**src/rtl/core/cwu_pkg.sv**
```systemverilog
// Shared constants and controller/datapath types of the column width unpacker.
package cwu_pkg;

   localparam int LANES       = 16;
   localparam int WORD_BITS   = 32;
   localparam int LANE_BITS   = 4;
   localparam int COLUMN_BITS = 5;
   localparam int POS_BITS    = $clog2(LANES + 1);

   // Commands from the controller to the datapath.
   typedef struct packed {
      logic accept;   // take the word on the request channel
      logic step;     // scan one selector bit
   } cwu_cmd_type;

   // Status from the datapath to the controller.
   typedef struct packed {
      logic expect_selector;  // next word is a selector
      logic selector_zero;    // stored selector has no set bit
      logic bit_closes;       // current selector bit closes a column
      logic rest_zero;        // no set selector bit above the current one
      logic out_busy;         // result register holds an untaken transaction
   } cwu_status_type;

endpackage

```
**src/rtl/core/cwu_req_if.sv**
```systemverilog
// Request channel: one packed stream word per transaction.
interface cwu_req_if
   import cwu_pkg::*;
();
   logic                 valid;
   logic                 ready;
   logic [WORD_BITS-1:0] stream_word;

   modport source (output valid, output stream_word, input ready);
   modport sink (input valid, input stream_word, output ready);
   modport monitor (input valid, input stream_word, input ready);
endinterface

```
**src/rtl/core/cwu_rsp_if.sv**
```systemverilog
// Response channel: one decoded integer with its lane and column per transaction.
interface cwu_rsp_if
   import cwu_pkg::*;
();
   logic                   valid;
   logic                   ready;
   logic [WORD_BITS-1:0]   value;
   logic [LANE_BITS-1:0]   lane;
   logic [COLUMN_BITS-1:0] column;
   logic                   last;

   modport source (output valid, output value, output lane, output column,
                   output last, input ready);
   modport sink (input valid, input value, input lane, input column,
                 input last, output ready);
   modport monitor (input valid, input value, input lane, input column,
                    input last, input ready);
endinterface

```
**src/rtl/core/cwu_controller.sv**
```systemverilog
// Controller: sequences word intake and the bit-by-bit selector scan.
module cwu_controller
   import cwu_pkg::*;
(
   input  logic           clock,
   input  logic           reset,
   input  logic           req_valid,
   output logic           req_ready,
   input  cwu_status_type status,
   output cwu_cmd_type    cmd
);

   typedef enum logic {
      ST_IDLE,
      ST_SCAN
   } state_type;

   state_type state_ff;
   state_type state_in;
   logic      stall;

   // Hold the scan while a closing bit finds the result register occupied.
   assign stall = status.bit_closes && status.out_busy;

   // Decode commands and next state.
   always_comb begin
      state_in   = state_ff;
      req_ready  = 1'b0;
      cmd.accept = 1'b0;
      cmd.step   = 1'b0;
      unique case (state_ff)
         ST_IDLE: begin
            req_ready  = 1'b1;
            cmd.accept = req_valid;
            if (req_valid && !status.expect_selector && !status.selector_zero) begin
               state_in = ST_SCAN;
            end
         end
         ST_SCAN: begin
            cmd.step = !stall;
            if (!stall && status.rest_zero) begin
               state_in = ST_IDLE;
            end
         end
         default: begin
            state_in = ST_IDLE;
         end
      endcase
   end

   // Advance state.
   always_ff @(posedge clock) begin
      if (reset) begin
         state_ff <= ST_IDLE;
      end else begin
         state_ff <= state_in;
      end
   end

endmodule

```
**src/rtl/core/cwu_datapath.sv**
```systemverilog
// Datapath: selector and word position, scan shifters, value builder, result register.
module cwu_datapath
   import cwu_pkg::*;
(
   input  logic                   clock,
   input  logic                   reset,
   input  cwu_cmd_type            cmd,
   output cwu_status_type         status,
   input  logic [WORD_BITS-1:0]   req_stream_word,
   output logic                   rsp_valid,
   input  logic                   rsp_ready,
   output logic [WORD_BITS-1:0]   rsp_value,
   output logic [LANE_BITS-1:0]   rsp_lane,
   output logic [COLUMN_BITS-1:0] rsp_column,
   output logic                   rsp_last
);

   logic [WORD_BITS-1:0]   selector_ff,  selector_in;
   logic [POS_BITS-1:0]    position_ff,  position_in;
   logic [LANE_BITS-1:0]   lane_ff,      lane_in;
   logic [WORD_BITS-1:0]   scan_sel_ff,  scan_sel_in;
   logic [WORD_BITS-1:0]   scan_pay_ff,  scan_pay_in;
   logic [WORD_BITS-1:0]   bit_pos_ff,   bit_pos_in;
   logic [WORD_BITS-1:0]   acc_ff,       acc_in;
   logic [COLUMN_BITS-1:0] column_ff,    column_in;
   logic                   out_valid_ff, out_valid_in;
   logic [WORD_BITS-1:0]   out_value_ff, out_value_in;
   logic [LANE_BITS-1:0]   out_lane_ff,  out_lane_in;
   logic [COLUMN_BITS-1:0] out_col_ff,   out_col_in;
   logic                   out_last_ff,  out_last_in;
   logic [WORD_BITS-1:0]   acc_next;
   logic                   emit;

   // Report status to the controller.
   assign status.expect_selector = (position_ff == '0);
   assign status.selector_zero   = (selector_ff == '0);
   assign status.bit_closes      = scan_sel_ff[0];
   assign status.rest_zero       = (scan_sel_ff[WORD_BITS-1:1] == '0);
   assign status.out_busy        = out_valid_ff && !rsp_ready;

   // Merge the current payload bit into the column value.
   assign acc_next = acc_ff | (bit_pos_ff & {WORD_BITS{scan_pay_ff[0]}});
   assign emit     = cmd.step && scan_sel_ff[0];

   // Load words, shift the scan registers and fill the result register.
   always_comb begin
      selector_in  = selector_ff;
      position_in  = position_ff;
      lane_in      = lane_ff;
      scan_sel_in  = scan_sel_ff;
      scan_pay_in  = scan_pay_ff;
      bit_pos_in   = bit_pos_ff;
      acc_in       = acc_ff;
      column_in    = column_ff;
      out_valid_in = out_valid_ff && !rsp_ready;
      out_value_in = out_value_ff;
      out_lane_in  = out_lane_ff;
      out_col_in   = out_col_ff;
      out_last_in  = out_last_ff;

      if (cmd.accept) begin
         if (position_ff == '0) begin
            selector_in = req_stream_word;
            position_in = POS_BITS'(1);
         end else begin
            lane_in     = LANE_BITS'(position_ff - POS_BITS'(1));
            position_in = (position_ff == POS_BITS'(LANES)) ? '0
                                                            : position_ff + POS_BITS'(1);
            scan_sel_in = selector_ff;
            scan_pay_in = req_stream_word;
            bit_pos_in  = WORD_BITS'(1);
            acc_in      = '0;
            column_in   = '0;
         end
      end

      if (cmd.step) begin
         scan_sel_in = scan_sel_ff >> 1;
         scan_pay_in = scan_pay_ff >> 1;
         if (emit) begin
            acc_in     = '0;
            bit_pos_in = WORD_BITS'(1);
            column_in  = column_ff + COLUMN_BITS'(1);
         end else begin
            acc_in     = acc_next;
            bit_pos_in = bit_pos_ff << 1;
         end
      end

      if (emit) begin
         out_valid_in = 1'b1;
         out_value_in = acc_next;
         out_lane_in  = lane_ff;
         out_col_in   = column_ff;
         out_last_in  = (scan_sel_ff[WORD_BITS-1:1] == '0);
      end
   end

   // Clear control state under reset; payload registers run free.
   always_ff @(posedge clock) begin
      if (reset) begin
         selector_ff  <= '0;
         position_ff  <= '0;
         out_valid_ff <= 1'b0;
      end else begin
         selector_ff  <= selector_in;
         position_ff  <= position_in;
         out_valid_ff <= out_valid_in;
      end
      lane_ff      <= lane_in;
      scan_sel_ff  <= scan_sel_in;
      scan_pay_ff  <= scan_pay_in;
      bit_pos_ff   <= bit_pos_in;
      acc_ff       <= acc_in;
      column_ff    <= column_in;
      out_value_ff <= out_value_in;
      out_lane_ff  <= out_lane_in;
      out_col_ff   <= out_col_in;
      out_last_ff  <= out_last_in;
   end

   assign rsp_valid  = out_valid_ff;
   assign rsp_value  = out_value_ff;
   assign rsp_lane   = out_lane_ff;
   assign rsp_column = out_col_ff;
   assign rsp_last   = out_last_ff;

endmodule

```
**src/rtl/core/column_width_unpacker_unit.sv**
```systemverilog
// Column width unpacker: top level joining controller and datapath.
//
// The block takes a codeword of 17 words: a 32-bit selector whose set bits
// close columns, then 16 lane payload words. A selector word is taken and
// gives no result. A payload word is taken, after which the selector is
// scanned one bit per cycle, except while the scan stalls, up to its highest
// set bit; with a zero selector no scan follows and the word gives no result.
// Each closed column sends one transaction on the response channel (value,
// lane, column, last set on the final column of the word). A column-closing
// bit stalls the scan while a finished result waits in the one-entry response
// register and is not taken; the next request word is accepted as soon as the
// scan ends, even while the last result still waits to be taken.
module column_width_unpacker_unit
   import cwu_pkg::*;
(
   input logic clock,
   input logic reset,
   cwu_req_if.sink   req_port,
   cwu_rsp_if.source rsp_port
);

   cwu_cmd_type    cmd;
   cwu_status_type status;

   cwu_controller u_controller (
      .clock     (clock),
      .reset     (reset),
      .req_valid (req_port.valid),
      .req_ready (req_port.ready),
      .status    (status),
      .cmd       (cmd)
   );

   cwu_datapath u_datapath (
      .clock           (clock),
      .reset           (reset),
      .cmd             (cmd),
      .status          (status),
      .req_stream_word (req_port.stream_word),
      .rsp_valid       (rsp_port.valid),
      .rsp_ready       (rsp_port.ready),
      .rsp_value       (rsp_port.value),
      .rsp_lane        (rsp_port.lane),
      .rsp_column      (rsp_port.column),
      .rsp_last        (rsp_port.last)
   );

endmodule

```
**src/flat_wrapper.sv**
```systemverilog
// flat-port wrapper written by rule: the top's interface ports become plain ports
module column_width_unpacker_unit_flat import cwu_pkg::*;
  (clock, reset, req_port_valid, req_port_stream_word, req_port_ready, rsp_port_valid, rsp_port_value, rsp_port_lane, rsp_port_column, rsp_port_last, rsp_port_ready);
  cwu_req_if req_port_i ();
  cwu_rsp_if rsp_port_i ();
  input logic clock;
  input logic reset;
  input wire logic [$bits(req_port_i.valid)-1:0] req_port_valid;
  input wire logic [$bits(req_port_i.stream_word)-1:0] req_port_stream_word;
  output wire logic [$bits(req_port_i.ready)-1:0] req_port_ready;
  output wire logic [$bits(rsp_port_i.valid)-1:0] rsp_port_valid;
  output wire logic [$bits(rsp_port_i.value)-1:0] rsp_port_value;
  output wire logic [$bits(rsp_port_i.lane)-1:0] rsp_port_lane;
  output wire logic [$bits(rsp_port_i.column)-1:0] rsp_port_column;
  output wire logic [$bits(rsp_port_i.last)-1:0] rsp_port_last;
  input wire logic [$bits(rsp_port_i.ready)-1:0] rsp_port_ready;
  assign req_port_i.valid = req_port_valid;
  assign req_port_i.stream_word = req_port_stream_word;
  assign req_port_ready = req_port_i.ready;
  assign rsp_port_valid = rsp_port_i.valid;
  assign rsp_port_value = rsp_port_i.value;
  assign rsp_port_lane = rsp_port_i.lane;
  assign rsp_port_column = rsp_port_i.column;
  assign rsp_port_last = rsp_port_i.last;
  assign rsp_port_i.ready = rsp_port_ready;
  column_width_unpacker_unit u_core (.clock(clock), .reset(reset), .req_port(req_port_i), .rsp_port(rsp_port_i));
endmodule
```
**config.mk**
```make
export PLATFORM = sky130hd
export DESIGN_NAME = column_width_unpacker_unit_flat
export DESIGN_NICKNAME = d
export VERILOG_FILES = /design/src/rtl/core/cwu_pkg.sv /design/src/rtl/core/cwu_req_if.sv /design/src/rtl/core/cwu_rsp_if.sv /design/src/rtl/core/cwu_controller.sv /design/src/rtl/core/cwu_datapath.sv /design/src/rtl/core/column_width_unpacker_unit.sv /design/src/flat_wrapper.sv
export SDC_FILE = /design/constraint.sdc
export NUM_CORES = 1
export LEC_CHECK = 0
export BUFFER_PORTS_ARGS = -buffer_cell sky130_fd_sc_hd__buf_2
export CELL_PAD_IN_SITES_DETAIL_PLACEMENT = 1
export CELL_PAD_IN_SITES_GLOBAL_PLACEMENT = 2
export CORE_ASPECT_RATIO = 0.9
export CORE_MARGIN = 5
export CORE_UTILIZATION = 36
export DETAILED_ROUTE_END_ITERATION = 6
export GPL_TIMING_DRIVEN = 0
export PLACE_DENSITY_LB_ADDON = 0.08
export SLEW_MARGIN = 20
export SYNTH_ARGS = -nofsm -noshare
export SYNTH_HDL_FRONTEND = slang
export SYNTH_SLANG_ARGS = --single-unit
```
**constraint.sdc**
```tcl
create_clock -name clock -period 4.5 [get_ports clock]
set_input_delay 0.675 -clock clock [delete_from_list [all_inputs] [get_ports clock]]
set_output_delay 0.675 -clock clock [all_outputs]
set_load 0.005 [all_outputs]
```
==> results_dict.tcl, run 1 <==
set metrics [dict create \
    status "complete, no violations" \
    drt_iter0_markers 227 \
    ant_nets 0 \
    cts_max_path_buffers 3 \
    htree_levels 1 \
    dp.final_hpwl_um 13000 \
    reg2reg_slack_ns 1.43 \
    grt-ovfl-total 0 \
    holdPathStages 3 \
    coreArea_um2 23300 \
    cts_buffers 25 \
    grtUsageTotal_pct 14.1 \
    arrival_ns 3.29 \
    async_flop_share_pct 0 \
    ios 80 \
    cap_violations 0 \
    ys_top_cells_by_area "edfxtp_1 (61%), nand2_1 (12%), dfxtp_1 (11%), a21o_1 (2.8%), nor2b_1 (2.4%)" \
    critPathLaunchType "flop" \
    syn_to_final_growth_pct 19.0 \
    cts_root_buf "clkbuf_16" \
    die_h_um 156 \
    antenna_cells 0 \
    ys_ff_latch 218 \
    yosysTopAreaCell "edfxtp_1" \
    synth.most_common_cell "nand2_1" \
    grt_max_degree 80 \
    vias 5414 \
    wl_per_cell_um 16.6 \
    gp_congestion 0.745 \
    port_buffers 78 \
    syn_inst 718 \
    cp_slowest_cell "o21ai_1" \
    required_ns 4.72 \
    synth_edf_count 172 \
    finish.utilization_pct 43.4 \
    finalSetupViolCount 0 \
    die_w_um 172 \
    path_clk_slew_ns 0.06 \
    slew_viol_final 0 \
    postRouteWirelength_um 19000 \
    hold_buffers 0 \
    reg2reg_from "u_core.u_datapath.position_ff[0]" \
    initial_utilization_pct 36.4 \
    first_global_vias 5811 \
    final_cells 1146 \
    finalClockSkew_ns 0.0142 \
    path_max_fanout 79 \
    grt_antenna_before_repair 0 \
    dpl.cell_count 1100 \
    placementRows 53 \
    final_cell_area_um2 10100 \
    cts_tree "yes" \
    clkPwrFrac_pct 36.1 \
    path_delay_family "simple AND/OR/NAND/NOR gates" \
    p_sw_mw 1.40 \
    critPathBufInv 2 \
    synth_area_um2 8510 \
    nets 865 \
    p_int_mw 3.97 \
    finalHoldViolCount 0 \
    cellPowerDensity_nw_per_um2 531 \
    slew_headroom_pct 35.4 \
    synthTopCellsByCount "nand2_1 (261), edfxtp_1 (172), dfxtp_1 (46)" \
    syn_nets 758 \
    layout-drive-gt1-share_pct 15.2 \
    cts.sinks 218 \
    die-area_um2 26800 \
    yosysUniqueCellTypes 30 \
    drcViolationCount 0 \
    ctsResizeCount 0 \
    placed_area_um2 9340 \
    hold_end "u_core.u_datapath.selector_ff[23]" \
    syn_avg_cell_area_um2 11.8 \
    max_stage_delay_ns 0.76 \
    hold_class "input pin to flop" \
    firstDrtPassIters 4 \
    post_cts_buffers 0 \
    grt_pass1_wl_um 30500 \
    critPathCaptureType "flop" \
    critPathKind "flop to flop" \
    yosysWarnings 0 \
    period_share_pct 68.2 \
    synthDominantCellAreaShare_pct 60.7 \
    grt_setup_unrepaired "no" \
    synthFlopType "edfxtp_1" \
    seqPwrFrac_pct 50.6 \
    crit_chain "inv_1 > ha_1 > or3b_4 > o21ai_1 > nand2_8 > buf_16" \
    switching_share_pct 26.0 \
    period_minus_slack_ns 3.07 \
    worst_pin_slew_ns 0.962 \
    power_leakage_nw 3.96 \
    hp-start "req_port_stream_word[23]" \
    combPwrFrac_pct 13.3 \
    max_freq_ghz 0.326 \
    r2r_cells 6 \
    yosysSeqAreaShare_pct 71.6 \
    vias_per_cell 4.72 \
    r2r-end "u_core.u_datapath.acc_ff[21]" \
    clock_latency_ns 0.52 \
    max-vdd-ir-drop_mv 0.224 \
]
-- state kept, by name (all words and copies together), names as in the netlist --
register / count
u_core.u_datapath.rsp_column: 5
u_core.u_controller.state_ff: 1
u_core.u_datapath.rsp_value: 32
u_core.u_datapath.rsp_last: 1
u_core.u_datapath.column_ff: 5
u_core.u_datapath.bit_pos_ff: 32
u_core.u_datapath.acc_ff: 32
u_core.u_datapath.position_ff: 5
u_core.u_datapath.rsp_valid: 1
u_core.u_datapath.lane_ff: 4
u_core.u_datapath.scan_pay_ff: 32
u_core.u_datapath.selector_ff: 32
u_core.u_datapath.scan_sel_ff: 32
u_core.u_datapath.rsp_lane: 4
-- logic make-up (layout without fill, tap and decap cells) --
group                    after synthesis  count (layout)  share of synthesized area (%)
AND/OR/NAND/NOR                      370             370                           19.4
flip-flops                           218             218                           71.6
AO/OA/AOI/OAI                         80              80                           5.85
buffers and inverters                 41             167                           2.13
XOR/XNOR                               5               5                          0.515
adder cells (fa/ha/maj)                4               4                          0.588
-- cell usage in the layout, fill, tap and decap left out, types with 2 or more instances in the layout --
| cell | instances |
|---|---|
| a21oi_1 | 38 |
| clkinv_2 | 4 |
| o21ai_0 | 4 |
| and2_1 | 31 |
| or3_1 | 2 |
| dfxtp_1 | 46 |
| xor2_1 | 5 |
| clkbuf_1 | 31 |
| inv_1 | 6 |
| nor4_1 | 15 |
| o31ai_1 | 2 |
| buf_6 | 3 |
| nand2_1 | 260 |
| buf_2 | 82 |
| nand4_1 | 7 |
| edfxtp_1 | 172 |
| a21o_1 | 32 |
| nor2_1 | 6 |
| buf_1 | 6 |
| clkbuf_16 | 25 |
| nor3_1 | 2 |
| ha_1 | 4 |
| clkbuf_8 | 4 |
| nor2b_1 | 33 |
| nand2b_1 | 3 |
| nand3_1 | 7 |
-- worst max-delay path by stage --
stage	end	cells after the start	startpoint
finish	u_core.u_datapath.acc_ff[21]	6	u_core.u_datapath.position_ff[0]
global route	u_core.u_datapath.acc_ff[13]	6	u_core.u_datapath.position_ff[0]
CTS	u_core.u_datapath.scan_sel_ff[13]	6	u_core.u_datapath.position_ff[0]
detailed placement	u_core.u_datapath.acc_ff[24]	7	rsp_port_ready
global placement	u_core.u_datapath.bit_pos_ff[24]	6	rsp_port_ready
floorplan	u_core.u_datapath.acc_ff[0]	5	rsp_port_ready
-- tightest hold or removal path: stages --
cell     delay, ns
buf_2         0.10
nand2_1       0.05
a21oi_1       0.05
-- routing by layer --
metal  up-vias  track usage [%]  routed length (µm)
met5         -                0                   0
met4         0             3.59                 367
met3        27             2.41                 775
met2        80             24.7                9250
met1      2620             18.2                8610
li1       2687                -                   -
-- cell type report --
type | instances | area [µm²]
inverter | 7 | 26.3
clock buffer | 39 | 718
timing repair buffer | 80 | 438
fill | 2556 | 13200
tap | 302 | 378
multi-input combinational | 459 | 2250
sequential | 218 | 6090
clock inverter | 7 | 66.3
buffer | 34 | 155
-- per-stage QoR --
stage / hold WS (ns) / total power, mW / setup TNS, ns / setup WS, ns
6_report: 0.413 / 5.37 / 0 / 1.43
4_1_cts: 0.392 / 5.46 / 0 / 1.36
5_1_grt: 0.400 / 5.65 / 0 / 1.24
3_5_place_dp: 0.413 / 3.50 / 0 / 1.25
2_1_floorplan: 0.400 / 3.20 / 0 / 1.04
3_3_place_gp: 0.409 / 3.47 / -34.40 / -0.276
-- power by group through the flow --
stage	sequential, mW	combinational (mW)	clock [mW]
2_1_floorplan	2.73	0.474	0
3_3_place_gp	2.78	0.684	0
4_1_cts	2.73	0.739	2.00
5_1_grt	2.75	0.809	2.09
6_report	2.72	0.713	1.94
3_5_place_dp	2.77	0.732	0
Note: power is estimated with default switching activity, not from simulation.
==> run 2: changes to the inputs <==
==> constraint.sdc (replaced) <==
create_clock -name clock -period 2.55 [get_ports clock]
set_input_delay 0.3825 -clock clock [delete_from_list [all_inputs] [get_ports clock]]
set_output_delay 0.3825 -clock clock [all_outputs]
set_load 0.005 [all_outputs]
==> run 2 against run 1 <==
  * Utilization hardly changed
  * Via count up 0.15%
  * Cell count decreased by 0.17%
  * Design area is essentially flat
  * Fmax rose by 30%
  * Sequential power up 76%
  * Critical endpoint is now u_core.u_datapath.acc_ff[2]
  * Largest cell class unchanged
==> results_dict.tcl, run 2 (synthesis results as in run 1) <==
set metrics [dict create \
    initial_utilization_pct 36.4 \
    grt_pass1_wl_um 30600 \
    cap_violations 0 \
    grt_max_degree 64 \
    status "complete, no violations" \
    fillCellCount 2535 \
    drcViolationCount 0 \
    period_minus_slack_ns 2.37 \
    clock_latency_ns 0.51 \
    critPathBufInv 1 \
    grt_antenna_before_repair 0 \
    arrival_ns 2.49 \
    drt_iter0_markers 306 \
    max_stage_delay_ns 0.47 \
    die-area_um2 26800 \
    required_ns 2.67 \
    tns_ns 0 \
    cts_root_buf "clkbuf_16" \
    slew_headroom_pct 59.5 \
    die_h_um 156 \
    grt_setup_unrepaired "no" \
    wl_per_cell_um 16.5 \
    first_global_vias 5776 \
    nets 864 \
    ant_nets 0 \
    grt-ovfl-total 0 \
    finalSetupViolCount 0 \
    post_cts_buffers 0 \
    setup_slack_ns 0.181 \
    max_freq_ghz 0.422 \
    htree_levels 1 \
    port_buffers 78 \
    power_leakage_nw 3.96 \
    dp.final_hpwl_um 12900 \
    placementRows 53 \
    vias_per_cell 4.74 \
    period_share_pct 92.9 \
    hold_class "input pin to flop" \
    cp_slowest_cell "nand2_8" \
    layout-drive-gt1-share_pct 15.2 \
    cts_max_path_buffers 3 \
    finalClockSkew_ns 0.00862 \
    total_power_mw 9.39 \
    path_delay_family "simple AND/OR/NAND/NOR gates" \
    layout_commonest_cell "nand2_1" \
    critPathCaptureType "flop" \
    path_clk_slew_ns 0.06 \
    mostFrequentLayoutCells "nand2_1 (260), edfxtp_1 (172), buf_2 (82)" \
    cts.sinks 218 \
    dpl_worst_slack_ns -0.674 \
    cts_buffers 25 \
    final_cell_area_um2 10100 \
    hold_ws_ns 0.120 \
    slew_viol_final 0 \
    postRouteWirelength_um 18900 \
    antenna_cells 0 \
    gp_congestion 0.734 \
    critPathLaunchType "flop" \
    worst_pin_slew_ns 0.607 \
    ios 80 \
    max-vdd-ir-drop_mv 0.409 \
    firstDrtPassIters 4 \
    placed_area_um2 9320 \
    coreArea_um2 23300 \
    die_w_um 172 \
    finalHoldViolCount 0 \
    critPathKind "flop to flop" \
    syn_to_final_growth_pct 18.9 \
    crit_chain "inv_1 > ha_1 > or3b_4 > o21ai_4 > nand2_8" \
    grtUsageTotal_pct 14.1 \
    vias 5422 \
    hold_buffers 0 \
    cellPowerDensity_nw_per_um2 929 \
    cts_tree "yes" \
    path_max_fanout 63 \
]
run 2: cell types whose count changed in the layout (fill, tap and decap cells not counted), sizes merged:
cell	change
buf	-1
clkbuf	-5
clkinv	+4
clkinvlp	-1
nand2	+1
run 2: report_power, final:
part	internal (mW)	switching, mW	total (mW)
registers	4.56	0.247	4.80
logic	0.412	0.840	1.25
clock network	1.99	1.35	3.34
total	6.95	2.44	9.39
run 2: cell type report:
class	instances	area (µm²)	share of cell area [%]
Sequential cell	218	6090	60.2
Inverter	7	26.3	0.260
Clock buffer	35	693	6.85
Clock inverter	10	73.8	0.730
Multi-Input combinational cell	460	2290	22.6
Timing Repair Buffer	79	418	4.13
Tap cell	302	378	3.74
Buffer	33	153	1.51
run 2: worst min-delay path, stage by stage:
cell and delay, ns:
buf_2 0.10, nand2_1 0.05, a21oi_1 0.05
run 2: path summary, 6_finish.rpt:
check | startpoint | to | slack (ns) | depth (start not counted)
worst max-delay path | u_core.u_datapath.position_ff[0] | u_core.u_datapath.acc_ff[2] | 0.18 | 5
worst max register to register | u_core.u_datapath.position_ff[0] | u_core.u_datapath.acc_ff[2] | 0.18 | 5
worst min-delay path | req_port_stream_word[20] | u_core.u_datapath.selector_ff[20] | 0.12 | 3
worst min register to register | u_core.u_datapath.lane_ff[3] | u_core.u_datapath.rsp_lane[3] | 0.42 | 0
run 2: routing by layer:
layer  up-vias  GRT usage (%)  part of all wire (%)
li1       2686              -                     -
met1      2628           18.5                    45
met2        80           24.6                    49
met3        28           2.36                   3.8
met4         0           3.37                   2.0
met5         -              0                     0
run 2: metrics by stage:
stage,instances,utilization (%)
floorplan,718,-
global placement,1098,39.8
detailed placement,1099,39.9
CTS,1145,43.3
global route,1144,43.3
finish,1144,43.3
run 2: timing repair:
item	4_1_cts	5_1_grt
cloned	1	0
gates resized for setup	4	0
pin swaps	1	1
setup endpoints to repair	128	126
==> run 3: changes to the inputs <==
--- a/config.mk
+++ b/config.mk
@@ -13,6 +13,7 @@
 export CORE_UTILIZATION = 36
 export DETAILED_ROUTE_END_ITERATION = 6
 export GPL_TIMING_DRIVEN = 0
+export MAX_ROUTING_LAYER = met4
 export PLACE_DENSITY_LB_ADDON = 0.08
 export SLEW_MARGIN = 20
 export SYNTH_ARGS = -nofsm -noshare
==> run 3 against run 2 <==
  * Clock-buffer cell count is the same
  * Die area is the same
  * Sequential power is essentially flat
  * Design area is the same
  * Sequential cell count is the same
  * Via count is essentially flat
  * Clock power is essentially flat
  * Cell count is the same
  * Combinational power is essentially flat
  * Worst hold slack gained 0.00053 ns
  * Utilization is the same
  * Critical path type unchanged
  * Critical endpoint is now u_core.u_datapath.acc_ff[7]
==> results_dict.tcl, run 3 (synthesis results as in run 1) <==
set metrics [dict create \
    dpl.cell_count 1099 \
    combPwrFrac_pct 13.3 \
    path_max_fanout 63 \
    post_cts_buffers 0 \
    cp_slowest_cell "nand2_8" \
    critPathKind "flop to flop" \
    grt_antenna_before_repair 0 \
    vias_per_cell 4.74 \
    cellPowerDensity_nw_per_um2 929 \
    layout-drive-gt1-share_pct 15.2 \
    postRouteWirelength_um 18900 \
    gp_congestion 0.743 \
    nets 864 \
    placementRows 53 \
    max_stage_delay_ns 0.47 \
    critPathBufInv 1 \
    die_h_um 156 \
    layout_commonest_cell "nand2_1" \
    die-area_um2 26800 \
    period_share_pct 92.7 \
    first_global_vias 5772 \
    mostFrequentLayoutCells "nand2_1 (260), edfxtp_1 (172), buf_2 (82)" \
    seqPwrFrac_pct 51.1 \
    tns_ns 0 \
    hold_ws_ns 0.121 \
    gr-usage-met3_pct 2.25 \
    htree_levels 1 \
    critPathCaptureType "flop" \
    worst_pin_slew_ns 0.607 \
    grtUsageTotal_pct 14.6 \
    clkPwrFrac_pct 35.6 \
    max_freq_ghz 0.423 \
    port_buffers 78 \
    slew_headroom_pct 59.5 \
    switching_share_pct 26.0 \
    setup_slack_ns 0.186 \
    cap_violations 0 \
    dpl_worst_slack_ns -0.674 \
    wl_per_cell_um 16.5 \
    drt_iter0_markers 283 \
    status "complete, no violations" \
    final_cells 1144 \
    grt_setup_unrepaired "no" \
    p_int_mw 6.95 \
    critPathLaunchType "flop" \
    grtUsageMet1_pct 18.6 \
    grt_most_used_layer "met2" \
    ant_nets 0 \
    cts_tree "yes" \
    arrival_ns 2.49 \
    finish.utilization_pct 43.3 \
    antenna_cells 0 \
    initial_utilization_pct 36.4 \
    cts_max_path_buffers 3 \
    reg2reg_slack_ns 0.19 \
    slew_viol_final 0 \
    max-vdd-ir-drop_mv 0.409 \
    grt-ovfl-total 0 \
    clock_latency_ns 0.51 \
    vias 5420 \
    cts_root_buf "clkbuf_16" \
    power_leakage_nw 3.96 \
    path_delay_family "simple AND/OR/NAND/NOR gates" \
    crit_chain "inv_1 > ha_1 > or3b_4 > o21ai_4 > nand2_8" \
    firstDrtPassIters 4 \
    period_minus_slack_ns 2.36 \
    dp.final_hpwl_um 12900 \
    grt_use_met2_pct 24.6 \
    coreArea_um2 23300 \
    finalClockSkew_ns 0.00950 \
    path_clk_slew_ns 0.06 \
    ios 80 \
    p_sw_mw 2.44 \
    cts.sinks 218 \
    cts_buffers 25 \
    finalHoldViolCount 0 \
    drcViolationCount 0 \
    syn_to_final_growth_pct 18.9 \
    grt_pass1_wl_um 30600 \
    finalSetupViolCount 0 \
    die_w_um 172 \
    hold_class "input pin to flop" \
    grt_max_degree 64 \
    required_ns 2.68 \
]
run 3: cell counts in the layout (fill, tap and decap cells not counted):
Identical to the previous run, type by type.
run 3: routing by layer:
layer | part of all wire [%] | vias up
li1 | - | 2687
met1 | 45 | 2623
met2 | 49 | 82
met3 | 3.8 | 28
met4 | 2.0 | 0
met5 | 0 | -
run 3: area by class of cell:
cell class,instances,area [µm²]
Inverter,7,26.3
Tap cell,302,378
Timing Repair Buffer,79,418
Clock inverter,10,73.8
Buffer,33,153
Fill cell,2535,13200
Sequential cell,218,6090
Multi-Input combinational cell,460,2290
Clock buffer,35,693
run 3: worst paths after layout:
kind	cells after the start	endpoint	from
setup / recovery	5	u_core.u_datapath.acc_ff[7]	u_core.u_datapath.position_ff[0]
hold / removal	3	u_core.u_datapath.selector_ff[20]	req_port_stream_word[20]
setup reg to reg	5	u_core.u_datapath.acc_ff[7]	u_core.u_datapath.position_ff[0]
hold reg to reg	0	u_core.u_datapath.rsp_lane[3]	u_core.u_datapath.lane_ff[3]
run 3: metrics by stage:
step / instance area [µm²] / power [mW]
after floorplan: 8520 / 5.64
after global placement: 9290 / 6.09
after detailed placement: 9320 / 6.17
after CTS: 10100 / 9.57
after global routing: 10100 / 9.91
final: 10100 / 9.40
run 3: repair_timing:
item	CTS	global route
hold buffers	0	0
pin swaps	1	1
resized for setup	4	0
endpoints found under the hold margin	0	0
setup endpoints to repair	128	126
gates cloned	1	0
run 3: power groups by stage:
stage	clock network, mW	logic, mW	registers, mW
final	3.34	1.25	4.80
after global routing	3.63	1.43	4.86
after CTS	3.46	1.30	4.81
after detailed placement	0	1.27	4.89
after global placement	0	1.22	4.87
after floorplan	0	0.846	4.79
run 3: worst register-to-register path: stages, from the launching register on:
cell,delay (ns)
dfxtp_1,0.35
inv_1,0.13
ha_1,0.16
or3b_4,0.41
o21ai_4,0.45
nand2_8,0.47
